==> config.mk <==
export PLATFORM = sky130hd
export DESIGN_NAME = weight_ordered_contact_table
export DESIGN_NICKNAME = d
export VERILOG_FILES = /design/src/rtl/core/wot_pkg.sv /design/src/rtl/core/wot_ram.sv /design/src/rtl/core/weight_ordered_contact_table.sv
export SDC_FILE = /design/constraint.sdc
export NUM_CORES = 2
export LEC_CHECK = 0
export ABC_CLOCK_PERIOD_IN_PS = 8930
export BUFFER_PORTS_ARGS = -buffer_cell sky130_fd_sc_hd__buf_2
export CAP_MARGIN = 10
export CELL_PAD_IN_SITES_DETAIL_PLACEMENT = 0
export CELL_PAD_IN_SITES_GLOBAL_PLACEMENT = 2
export CORE_MARGIN = 4
export CORE_UTILIZATION = 51
export CTS_BUF_LIST = sky130_fd_sc_hd__clkbuf_4 sky130_fd_sc_hd__clkbuf_8
export DETAILED_ROUTE_END_ITERATION = 10
export HOLD_SLACK_MARGIN = 0.05
export MAX_ROUTING_LAYER = met4
export PLACE_DENSITY_LB_ADDON = 0.15
export SYNTH_ARGS = -nofsm -noshare
export SYNTH_HDL_FRONTEND = slang
export SYNTH_HIERARCHICAL = 1
export SYNTH_SLANG_ARGS = --single-unit
==> constraint.sdc <==
create_clock -name clk -period 8.93 [get_ports clk]
set_input_delay 0.4465 -clock clk [delete_from_list [all_inputs] [get_ports clk]]
set_output_delay 0.4465 -clock clk [all_outputs]
set_load 0.005 [all_outputs]
==> src/rtl/core/wot_pkg.sv <==
// ----------------------------------------------------------------------------
// wot_pkg
// Shared types and constants for the weight-ordered contact table.
// ----------------------------------------------------------------------------
package wot_pkg;

  localparam int unsigned WOT_DEPTH = 16;

  localparam logic [0:0] OP_ADD   = 1'b0;
  localparam logic [0:0] OP_CLEAR = 1'b1;

  // Q16.16 limits
  localparam logic signed [31:0] WGT_MAX = 32'sh7FFF_FFFF;
  localparam logic signed [31:0] WGT_MIN = 32'sh8000_0000;

  typedef struct packed {
    logic [0:0]         operation;
    logic [31:0]        marker;
    logic signed [31:0] weight_delta;
  } wot_in_t;

  typedef struct packed {
    logic [3:0] final_position;
    logic [4:0] entry_count;
    logic [4:0] high_water;
    logic       dropped;
    logic       saturated;
  } wot_out_t;

  typedef struct packed {
    logic [31:0]        marker;
    logic signed [31:0] weight;
  } wot_entry_t;

endpackage

==> src/rtl/core/wot_ram.sv <==
// ----------------------------------------------------------------------------
// wot_ram
// Generic single-write, single-read RAM with registered read data.
// ----------------------------------------------------------------------------
module wot_ram #(
  parameter int unsigned WIDTH = 64,
  parameter int unsigned DEPTH = 16
) (
  input  logic                     clk,
  input  logic                     wr_en,
  input  logic [$clog2(DEPTH)-1:0] wr_addr,
  input  logic [WIDTH-1:0]         wr_data,
  input  logic [$clog2(DEPTH)-1:0] rd_addr,
  output logic [WIDTH-1:0]         rd_data
);

  logic [WIDTH-1:0] mem [DEPTH];

  always_ff @(posedge clk) begin
    if (wr_en) begin
      mem[wr_addr] <= wr_data;
    end
    rd_data <= mem[rd_addr];
  end

endmodule

==> src/rtl/core/weight_ordered_contact_table.sv <==
// ----------------------------------------------------------------------------
// weight_ordered_contact_table
// Contact table kept in descending weight order in one synchronous RAM.
// ----------------------------------------------------------------------------
// Sequence: a clear gives its result at the start edge itself; an add to an
// empty table goes through prep and bubble; a drop on a full table follows a
// search of every entry; an append or a hit searches, then preps and bubbles,
// all on one RAM read port. One transaction at a time; busy stays high until
// the result edge (a clear never raises it). The receiver cannot stall results.
// Reset (rst_n low, synchronous): table empty, high-water zero, RAM not cleared.
// ----------------------------------------------------------------------------
module weight_ordered_contact_table
  import wot_pkg::*;
#(
  parameter int unsigned DEPTH = WOT_DEPTH
) (
  input  logic     clk,
  input  logic     rst_n,
  input  logic     start,
  output logic     busy,
  input  wot_in_t  in_data,
  output logic     out_valid,
  output wot_out_t out_data
);

  localparam int unsigned IDX_W = $clog2(DEPTH);
  localparam int unsigned CNT_W = $clog2(DEPTH + 1);

  typedef enum logic [1:0] {
    ST_IDLE,   // waiting for a start transaction
    ST_SEARCH, // linear marker search, one entry per cycle
    ST_PREP,   // fetch predecessor of the touched slot
    ST_BUBBLE  // move touched entry toward the front
  } state_t;

  state_t             state_r;
  logic [IDX_W-1:0]   k_r;        // current slot under work
  logic [CNT_W-1:0]   used_r;
  logic [CNT_W-1:0]   peak_r;
  logic [31:0]        mk_r;       // latched transaction marker
  logic signed [31:0] dl_r;       // latched transaction delta
  wot_entry_t         cur_r;      // entry being moved
  logic               sat_r;
  logic               out_valid_r;
  wot_out_t           out_r;

  // RAM ports
  logic             ram_we;
  logic [IDX_W-1:0] ram_waddr;
  wot_entry_t       ram_wdata;
  logic [IDX_W-1:0] ram_raddr;
  wot_entry_t       ram_rdata;

  // Datapath helpers
  logic               accept;
  logic               match;
  logic               last_entry;
  logic               table_full;
  logic signed [32:0] sum_wide;
  logic               sum_ovf;
  logic signed [31:0] sum_clip;
  logic               move_up;    // touched entry passes its predecessor
  logic [31:0]        k_ext;
  logic [31:0]        used_ext;
  logic [31:0]        peak_ext;
  logic [31:0]        peak_old_ext;
  logic [CNT_W-1:0]   peak_new;

  assign accept     = start && (state_r == ST_IDLE);
  assign match      = (ram_rdata.marker == mk_r);
  assign last_entry = ((CNT_W'(k_r) + CNT_W'(1)) == used_r);
  assign table_full = (used_r == CNT_W'(DEPTH));

  // Saturating Q16.16 accumulate: overflow when the two top bits differ
  assign sum_wide = {ram_rdata.weight[31], ram_rdata.weight} + {dl_r[31], dl_r};
  assign sum_ovf  = sum_wide[32] != sum_wide[31];
  assign sum_clip = sum_ovf ? (sum_wide[32] ? WGT_MIN : WGT_MAX) : sum_wide[31:0];

  // Strictly greater keeps equal weights in arrival order
  assign move_up = (k_r != '0) && (cur_r.weight > ram_rdata.weight);

  assign peak_new = (peak_r < used_r) ? used_r : peak_r;

  // Count fields go out masked to their port widths
  assign k_ext        = 32'(k_r);
  assign used_ext     = 32'(used_r);
  assign peak_ext     = 32'(peak_new);
  assign peak_old_ext = 32'(peak_r);

  always_comb begin
    ram_raddr = '0;
    case (state_r)
      ST_IDLE:   ram_raddr = '0;
      ST_SEARCH: ram_raddr = k_r + IDX_W'(1);
      ST_PREP:   ram_raddr = k_r - IDX_W'(1);
      ST_BUBBLE: ram_raddr = k_r - IDX_W'(2);
      default:   ram_raddr = '0;
    endcase
  end

  // Every bubble cycle writes slot k: either the predecessor shifting down or
  // the touched entry landing in its final slot.
  assign ram_we    = (state_r == ST_BUBBLE);
  assign ram_waddr = k_r;
  assign ram_wdata = move_up ? ram_rdata : cur_r;

  wot_ram #(
    .WIDTH ($bits(wot_entry_t)),
    .DEPTH (DEPTH)
  ) u_ram (
    .clk     (clk),
    .wr_en   (ram_we),
    .wr_addr (ram_waddr),
    .wr_data (ram_wdata),
    .rd_addr (ram_raddr),
    .rd_data (ram_rdata)
  );

  always_ff @(posedge clk) begin
    if (!rst_n) begin
      state_r     <= ST_IDLE;
      used_r      <= '0;
      peak_r      <= '0;
      out_valid_r <= 1'b0;
      sat_r       <= 1'b0;
      k_r         <= '0;
    end else begin
      out_valid_r <= 1'b0;
      case (state_r)
        ST_IDLE: begin
          if (accept) begin
            mk_r <= in_data.marker;
            dl_r <= in_data.weight_delta;
            k_r  <= '0;
            if (in_data.operation == OP_CLEAR) begin
              peak_r                  <= peak_new;
              used_r                  <= '0;
              out_valid_r             <= 1'b1;
              out_r.final_position    <= '0;
              out_r.entry_count       <= '0;
              out_r.high_water        <= peak_ext[4:0];
              out_r.dropped           <= 1'b0;
              out_r.saturated         <= 1'b0;
            end else if (used_r == '0) begin
              // empty table: append straight into slot 0
              cur_r.marker <= in_data.marker;
              cur_r.weight <= in_data.weight_delta;
              sat_r        <= 1'b0;
              used_r       <= CNT_W'(1);
              state_r      <= ST_PREP;
            end else begin
              state_r <= ST_SEARCH;
            end
          end
        end

        ST_SEARCH: begin
          if (match) begin
            cur_r.marker <= mk_r;
            cur_r.weight <= sum_clip;
            sat_r        <= sum_ovf;
            state_r      <= ST_PREP;
          end else if (last_entry) begin
            if (table_full) begin
              out_valid_r          <= 1'b1;
              out_r.final_position <= '0;
              out_r.entry_count    <= used_ext[4:0];
              out_r.high_water     <= peak_old_ext[4:0];
              out_r.dropped        <= 1'b1;
              out_r.saturated      <= 1'b0;
              state_r              <= ST_IDLE;
            end else begin
              k_r          <= used_r[IDX_W-1:0];
              cur_r.marker <= mk_r;
              cur_r.weight <= dl_r;
              sat_r        <= 1'b0;
              used_r       <= used_r + CNT_W'(1);
              state_r      <= ST_PREP;
            end
          end else begin
            k_r <= k_r + IDX_W'(1);
          end
        end

        ST_PREP: begin
          state_r <= ST_BUBBLE;
        end

        ST_BUBBLE: begin
          if (move_up) begin
            k_r <= k_r - IDX_W'(1);
          end else begin
            out_valid_r          <= 1'b1;
            out_r.final_position <= k_ext[3:0];
            out_r.entry_count    <= used_ext[4:0];
            out_r.high_water     <= peak_old_ext[4:0];
            out_r.dropped        <= 1'b0;
            out_r.saturated      <= sat_r;
            state_r              <= ST_IDLE;
          end
        end

        default: begin
          state_r <= ST_IDLE;
        end
      endcase
    end
  end

  assign busy      = (state_r != ST_IDLE);
  assign out_valid = out_valid_r;
  assign out_data  = out_r;

endmodule
# Yosys cells after proc, flatten, opt, wreduce, memory -nomap -nowiden

Memories as Yosys holds them, arrays and structs flattened. A register that Yosys moved wholly into a read port is not among the register bits.
Cells that the tools add are included.

Register bits: 162
Latch bits: 0
RAM bits: 1024
Memory bits (read-only): 0
Input bits: 68
Logic and storage cells: 117
Memories kept: 1

$add $sub $neg: 6
Multipliers: 0
Divide/modulo/power cells: 0
$lt $le $gt $ge: 2
Equal/unequal tests: 21
Shift-type cells: 0
Muxes and demuxes: 56
Bitwise gates (word level): 0
Reductions and logical operators: 16

Memory list:

| memory    | words | width | read ports | clocked after memory_dff | wr ports | RTL line      | RTL |
|---|---|---|---|---|---|---|---|
| u_ram.mem | 16    | 64    | 1          | 1                        | 1        | wot_ram.sv:17 | `logic [WIDTH-1:0] mem [DEPTH];` |

Operators by type and width:

| operator                                    | number |
|---|---|
| two-way mux 64 bit                          | 7 |
| one-hot mux 64 bit (2 select lines)         | 1 |
| two-way mux 16 bit                          | 6 |
| two-way mux 32 bit                          | 2 |
| one-hot mux 16 bit (3 select lines)         | 1 |
| two-way mux 5 bit                           | 7 |
| adder 32 x 32 -> 33 bit                     | 1 |
| equality test 32 bit                        | 1 |
| > comparator 32 bit                         | 1 |
| two-way mux 4 bit                           | 5 |
| != test 2 bit, second input constant        | 8 |
| one-hot mux 4 bit (4 select lines)          | 1 |
| two-way mux 1 bit                           | 14 |
| two-way mux 2 bit                           | 7 |
| one-hot mux 4 bit (3 select lines)          | 1 |
| AND reduction 6 bit                         | 2 |
| one-hot mux 5 bit (2 select lines)          | 1 |
| != test 3 bit, second input constant        | 3 |
| one-hot mux 2 bit (4 select lines)          | 1 |
| AND reduction 8 bit                         | 1 |
| AND reduction 7 bit                         | 1 |
| AND reduction 3 bit                         | 2 |
| adder 4 x 1 -> 5 bit, second input constant | 1 |
| adder 5 x 1 -> 5 bit, second input constant | 1 |
| other kinds (21)                            | 25 |

# Longest topological paths before layout

Word-level depth: 5
Mapped depth: 19

# Cells and area by module

Netlist, hierarchy kept.

By module, submodules not included:

| module                       | instances | cells each | area an instance (µm²) | sequential area each (µm²) |
|---|---|---|---|---|
| wot_ram                      | 1         | 1647       | 39583.0                | 32030.7 |
| weight_ordered_contact_table | 1         | 1080       | 10477.5                | 4684.5 |

# Worst setup path before layout

No wires, ideal clock.

Kind: register to register
From: reg state_r[0]
To: mem u_ram.mem[0][0] (enable)
Setup time: 565 ps
Arrival time: 6123 ps
Path slack: 2242 ps
Cell stages (with the launch flop): 7
Path buffers: 3
Clock period less this slack: 6688 ps
Path through: dfxtp_1 clkbuf_1 clkbuf_1 clkbuf_1 and2_1 or3b_2 nor3_1

Longest elaborated chain between the ends: 3

Ends and longest elaborated chain:

| item                                    | RTL line                            | RTL |
|---|---|---|
| start, declared                         | weight_ordered_contact_table.sv:36  | `state_t state_r;` |
| start signal, assigned                  | weight_ordered_contact_table.sv:121 | `state_r <= ST_IDLE;` |
| start signal, assigned                  | weight_ordered_contact_table.sv:150 | `state_r <= ST_PREP;` |
| start signal, assigned                  | weight_ordered_contact_table.sv:152 | `state_r <= ST_SEARCH;` |
| equality test 2 bit                     | weight_ordered_contact_table.sv:103 | `assign ram_we = (state_r == ST_BUBBLE);` |
| via ram_we                              | weight_ordered_contact_table.sv:48  | `logic ram_we;` |
| two-way mux 1 bit                       | wot_ram.sv:20                       | `if (wr_en) begin` |
| two-way mux 1 bit (not written as such) | wot_ram.sv:21                       | `mem[wr_addr] <= wr_data;` |
| end, declared                           | wot_ram.sv:17                       |  |

The timed path passes the listed nets, and every way through them passes these cells.

# Worst setup path in the final report

From: reg dl_r[14]
To: reg cur_r[29] in the netlist's numbering, data pin

Longest elaborated chain between the ends: 5

Ends and longest elaborated chain:

| item                                                | RTL line                                                               | RTL |
|---|---|---|
| start, declared                                     | weight_ordered_contact_table.sv:41                                     | `logic signed [31:0] dl_r;` |
| start signal, assigned                              | weight_ordered_contact_table.sv:133                                    | `dl_r <= in_data.weight_delta;` |
| adder 32 x 32 -> 33 bit *                           | weight_ordered_contact_table.sv:75                                     | `assign sum_wide = {ram_rdata.weight[31], ram_rdata.weight} + {dl_r[31], dl_r};` |
| two-way mux 32 bit or != test 1 bit (tied branches) | weight_ordered_contact_table.sv:77, weight_ordered_contact_table.sv:76 |  |
| two-way mux 32 bit *                                | weight_ordered_contact_table.sv:77                                     | `assign sum_clip = sum_ovf ? (sum_wide[32] ? WGT_MIN : WGT_MAX) : sum_wide[31:0];` |
| two-way mux 64 bit *                                | weight_ordered_contact_table.sv:158                                    | `if (match) begin` |
| one-hot mux 64 bit (2 select lines) *               | weight_ordered_contact_table.sv:129                                    | `case (state_r)` |
| end, declared                                       | weight_ordered_contact_table.sv:42                                     | `wot_entry_t cur_r;` |

Mark *: on every way between the ends. The rest lies on a longest branch, timed or not.
A chain may end at the register's enable or synchronous reset.

==> results.txt <==
Post-CTS Resized = 0
Num ports = 86
Hold_sp = start
Post-CTS Setup Inserts = 0
Row count = 114
Drt pass-1 iters = 7
HPWL after DPL = 64700 um
Top cell type's share of synthesized area = 0.701
Sw Pwr = 0.00594 W
Startpoint Class = flop
Minimum clock period = 5.23 ns
Share of cells above drive strength 1 = 0.264
Gr usage total = 0.249
Cell Int Power = 0.0126 W
Top post-synthesis cells by area = edfxtp_1 (70%), mux4_2 (12%), dfxtp_1 (3.3%)
Final setup vio count = 0
Combinational fraction of design power = 0.317
Final period util = 0.586
Highest clock rate = 191 MHz
Core Region = 97000 um2
Status = completed
Critical Path Source = dl_r[14]
Beginning of the worst register-to-register path = dl_r[14]
CTS tree = built
Clock network power share = 0.277
Layout area overhead = 14.2%
WL final = 122000 um
Post-synth EDFFs = 1168
Yosys warns = 6
Initial antenna violation count = 3
Clock Pin Slew Worst Setup and Hold Paths = 0.06 ns
CP Max Fanout = 33
Post-Syn Instances = 2727
Clock Tree Buf Depth = 3
Worst reg2reg setup slack = 3.70 ns
Post-synth top cells = edfxtp_1 (1168), nand2_1 (265), mux4_2 (256), a22oi_1 (128), o21ai_0 (92)
Clk_skew = 0.0446 ns
Root Driver = clkbuf_8
WL/cell = 27.4 um
Iteration-0 DRC Markers = 2486
Final instance area = 57200 um2
Die area = 103000 um2
Synth cell types = 68
Critical Path End Type = flop
Most common cell in the synthesized netlist = edfxtp_1
Path depth of the worst reg2reg path = 17
Relative slew margins = 0.205
Cell Area, Synth = 50100 um2
Clk Latency, worst-skew pair = 0.88 ns
Via count = 26.9k
Fin nets = 3170
Syn nets = 2873
CP arrival = 5.82 ns
Switching Fraction = 0.321
Ys flop type = edfxtp_1
Placement Cell Area = 52200 um2
Avg Inst Size Synth = 18.4 um2
Setup Crit Path Kind = reg2reg
Post-route antenna net violation count = 0
Max-cap check violation count = 0
Async SR Flop Fraction = 0
VDD IR max = 0.000325 V
CTS sink count = 1250
Avg Vias per Cell = 6.00
Max-slew violations = 0
Post-synth top area cell = edfxtp_1
Vias in the first global route = 27.7k
RR Endpoint = cur_r[29]
Req. time, crit path = 9.52 ns
H-Tree Depth = 4
Sum of negative setup slack = 0 ns
Buffers on Ports = 85
Yosys reg bits = 1250
First-pass GRT wire length = 181000 um
Leak = 19.3 nW
Crit path capture = cur_r[29]
Utilization after layout = 0.589
Cts bufs inserted = 199
RSZ-0062 raised after global routing = no
Final Hold Viols = 0
Die height = 321 um
Pwr dens = 324 nW/um2
GPL Wtd Cong = 0.880
Register share of total power = 0.406
Seq/Total Area, Yosys = 0.733
Die width = 321 um
Worst-Margin Slew = 1.18 ns
Worst Hold Class = in2reg
Largest net degree at the start of global routing = 162
Grt total ovfl = 0
Initial Util = 0.516
DRC viols = 0
[final cells by class]
cell class	instances	area, um2
Antenna cell	3	7.51
Fill cell	7307	39800
Inverter	49	184
Clock inverter	64	571
Clock buffer	309	3720
Multi-Input combinational cell	1296	12700
Sequential cell	1250	36700
Timing Repair Buffer	228	1710
Tap cell	1276	1600
[routing by layer]
metal  track usage  wire length [um]  vias to the layer above
met5             -                 0                        -
met3        0.0477              8930                      167
met2         0.388             58800                     1076
met1         0.342             52300                    14000
met4        0.0650              2370                        0
li1              -                 -                    11600
[critical path, cell delays in order, from the launching register on]
cell and delay [ns]:
edfxtp_1 0.38, ha_1 0.39, a21oi_1 0.25, o21ai_0 0.14, a311oi_1 0.30, nand3b_1 0.23
a31oi_1 0.40, o21ai_1 0.17, o211ai_1 0.18, nand2_1 0.12, xnor2_1 0.15, ha_1 0.28
buf_4 0.38, inv_1 0.14, o211ai_2 0.15, nand2_1 0.70, a31oi_1 0.43, o21ai_0 0.14
[flip-flops by register name, summed over array words and instances (netlist names)]
name,flops
u_ram/mem,1024
cur_r,64
u_ram/rd_data,64
dl_r,32
mk_r,32
out_data,16
peak_r,5
used_r,5
k_r,4
state_r,2
out_valid,1
sat_r,1
[kinds of logic (layout without fill, tap and decap cells)]
family	Yosys count	count (layout)	share of synthesized area
xor+xnor	67	67	0.0117
other cells	0	3	0
compound gates	416	416	0.0543
flops	1250	1250	0.733
simple gates	439	439	0.0388
buf+inv	181	650	0.0174
mux	296	296	0.125
fa+ha+maj	78	78	0.0196
[power groups by stage]
stage                     clock [W]  combinational, W  sequential (W)
after floorplan                   0           0.00439         0.00751
after global placement            0           0.00583         0.00762
after detailed placement          0           0.00590         0.00763
after CTS                   0.00524           0.00594         0.00751
after global routing        0.00554           0.00641         0.00754
final                       0.00512           0.00587         0.00751
[stage by stage]
stage / total power [W] / worst slack, ns / hold slack, ns / instances
detailed placement: 0.0135 / 3.76 / 0.508 / 4033
global placement: 0.0135 / 3.79 / 0.500 / 4033
global route: 0.0195 / 3.33 / 0.158 / 4475
floorplan: 0.0119 / 2.24 / 0.447 / 2727
finish: 0.0185 / 3.70 / 0.173 / 4475
CTS: 0.0187 / 3.73 / 0.0788 / 4472
[cell usage in the layout, fill, tap and decap left out, types with 7 or more instances in the layout]
master / instances
bufinv_16: 7
and3_1: 13
xnor2_1: 20
nor2_4: 16
o31ai_1: 7
clkinv_2: 20
edfxtp_1: 1168
clkbuf_8: 224
dlygate4sd3_1: 66
nand2b_1: 7
and2_1: 12
o21a_1: 8
nand3_1: 10
nor2_1: 41
clkbuf_4: 85
a31oi_1: 8
mux2_2: 27
inv_1: 47
clkinv_1: 23
nand4_1: 19
nand2_1: 264
dfxtp_1: 82
o21ai_1: 20
a21oi_1: 75
a22oi_1: 128
mux2_4: 8
a21o_1: 26
xor2_1: 47
nor4_1: 12
buf_4: 73
nor2b_1: 11
ha_1: 77
mux4_2: 256
o21ai_0: 91
buf_2: 85
[repair_timing]
action | in CTS | in global routing
endpoints found under the setup margin | 0 | 0
hold buffers | 66 | 0
endpoints found under the hold margin | 139 | 0
[how the worst min path moves through the flow]
stage | slack (ns) | to | cells after the start
after global routing | 0.16 | state_r[0] | 3
after floorplan | 0.45 | sat_r | 2
after CTS | 0.08 | out_valid | 4
final | 0.17 | out_valid | 4
after global placement | 0.50 | sat_r | 2
after detailed placement | 0.51 | sat_r | 2
No activity file was read; power rests on OpenSTA's default activity.
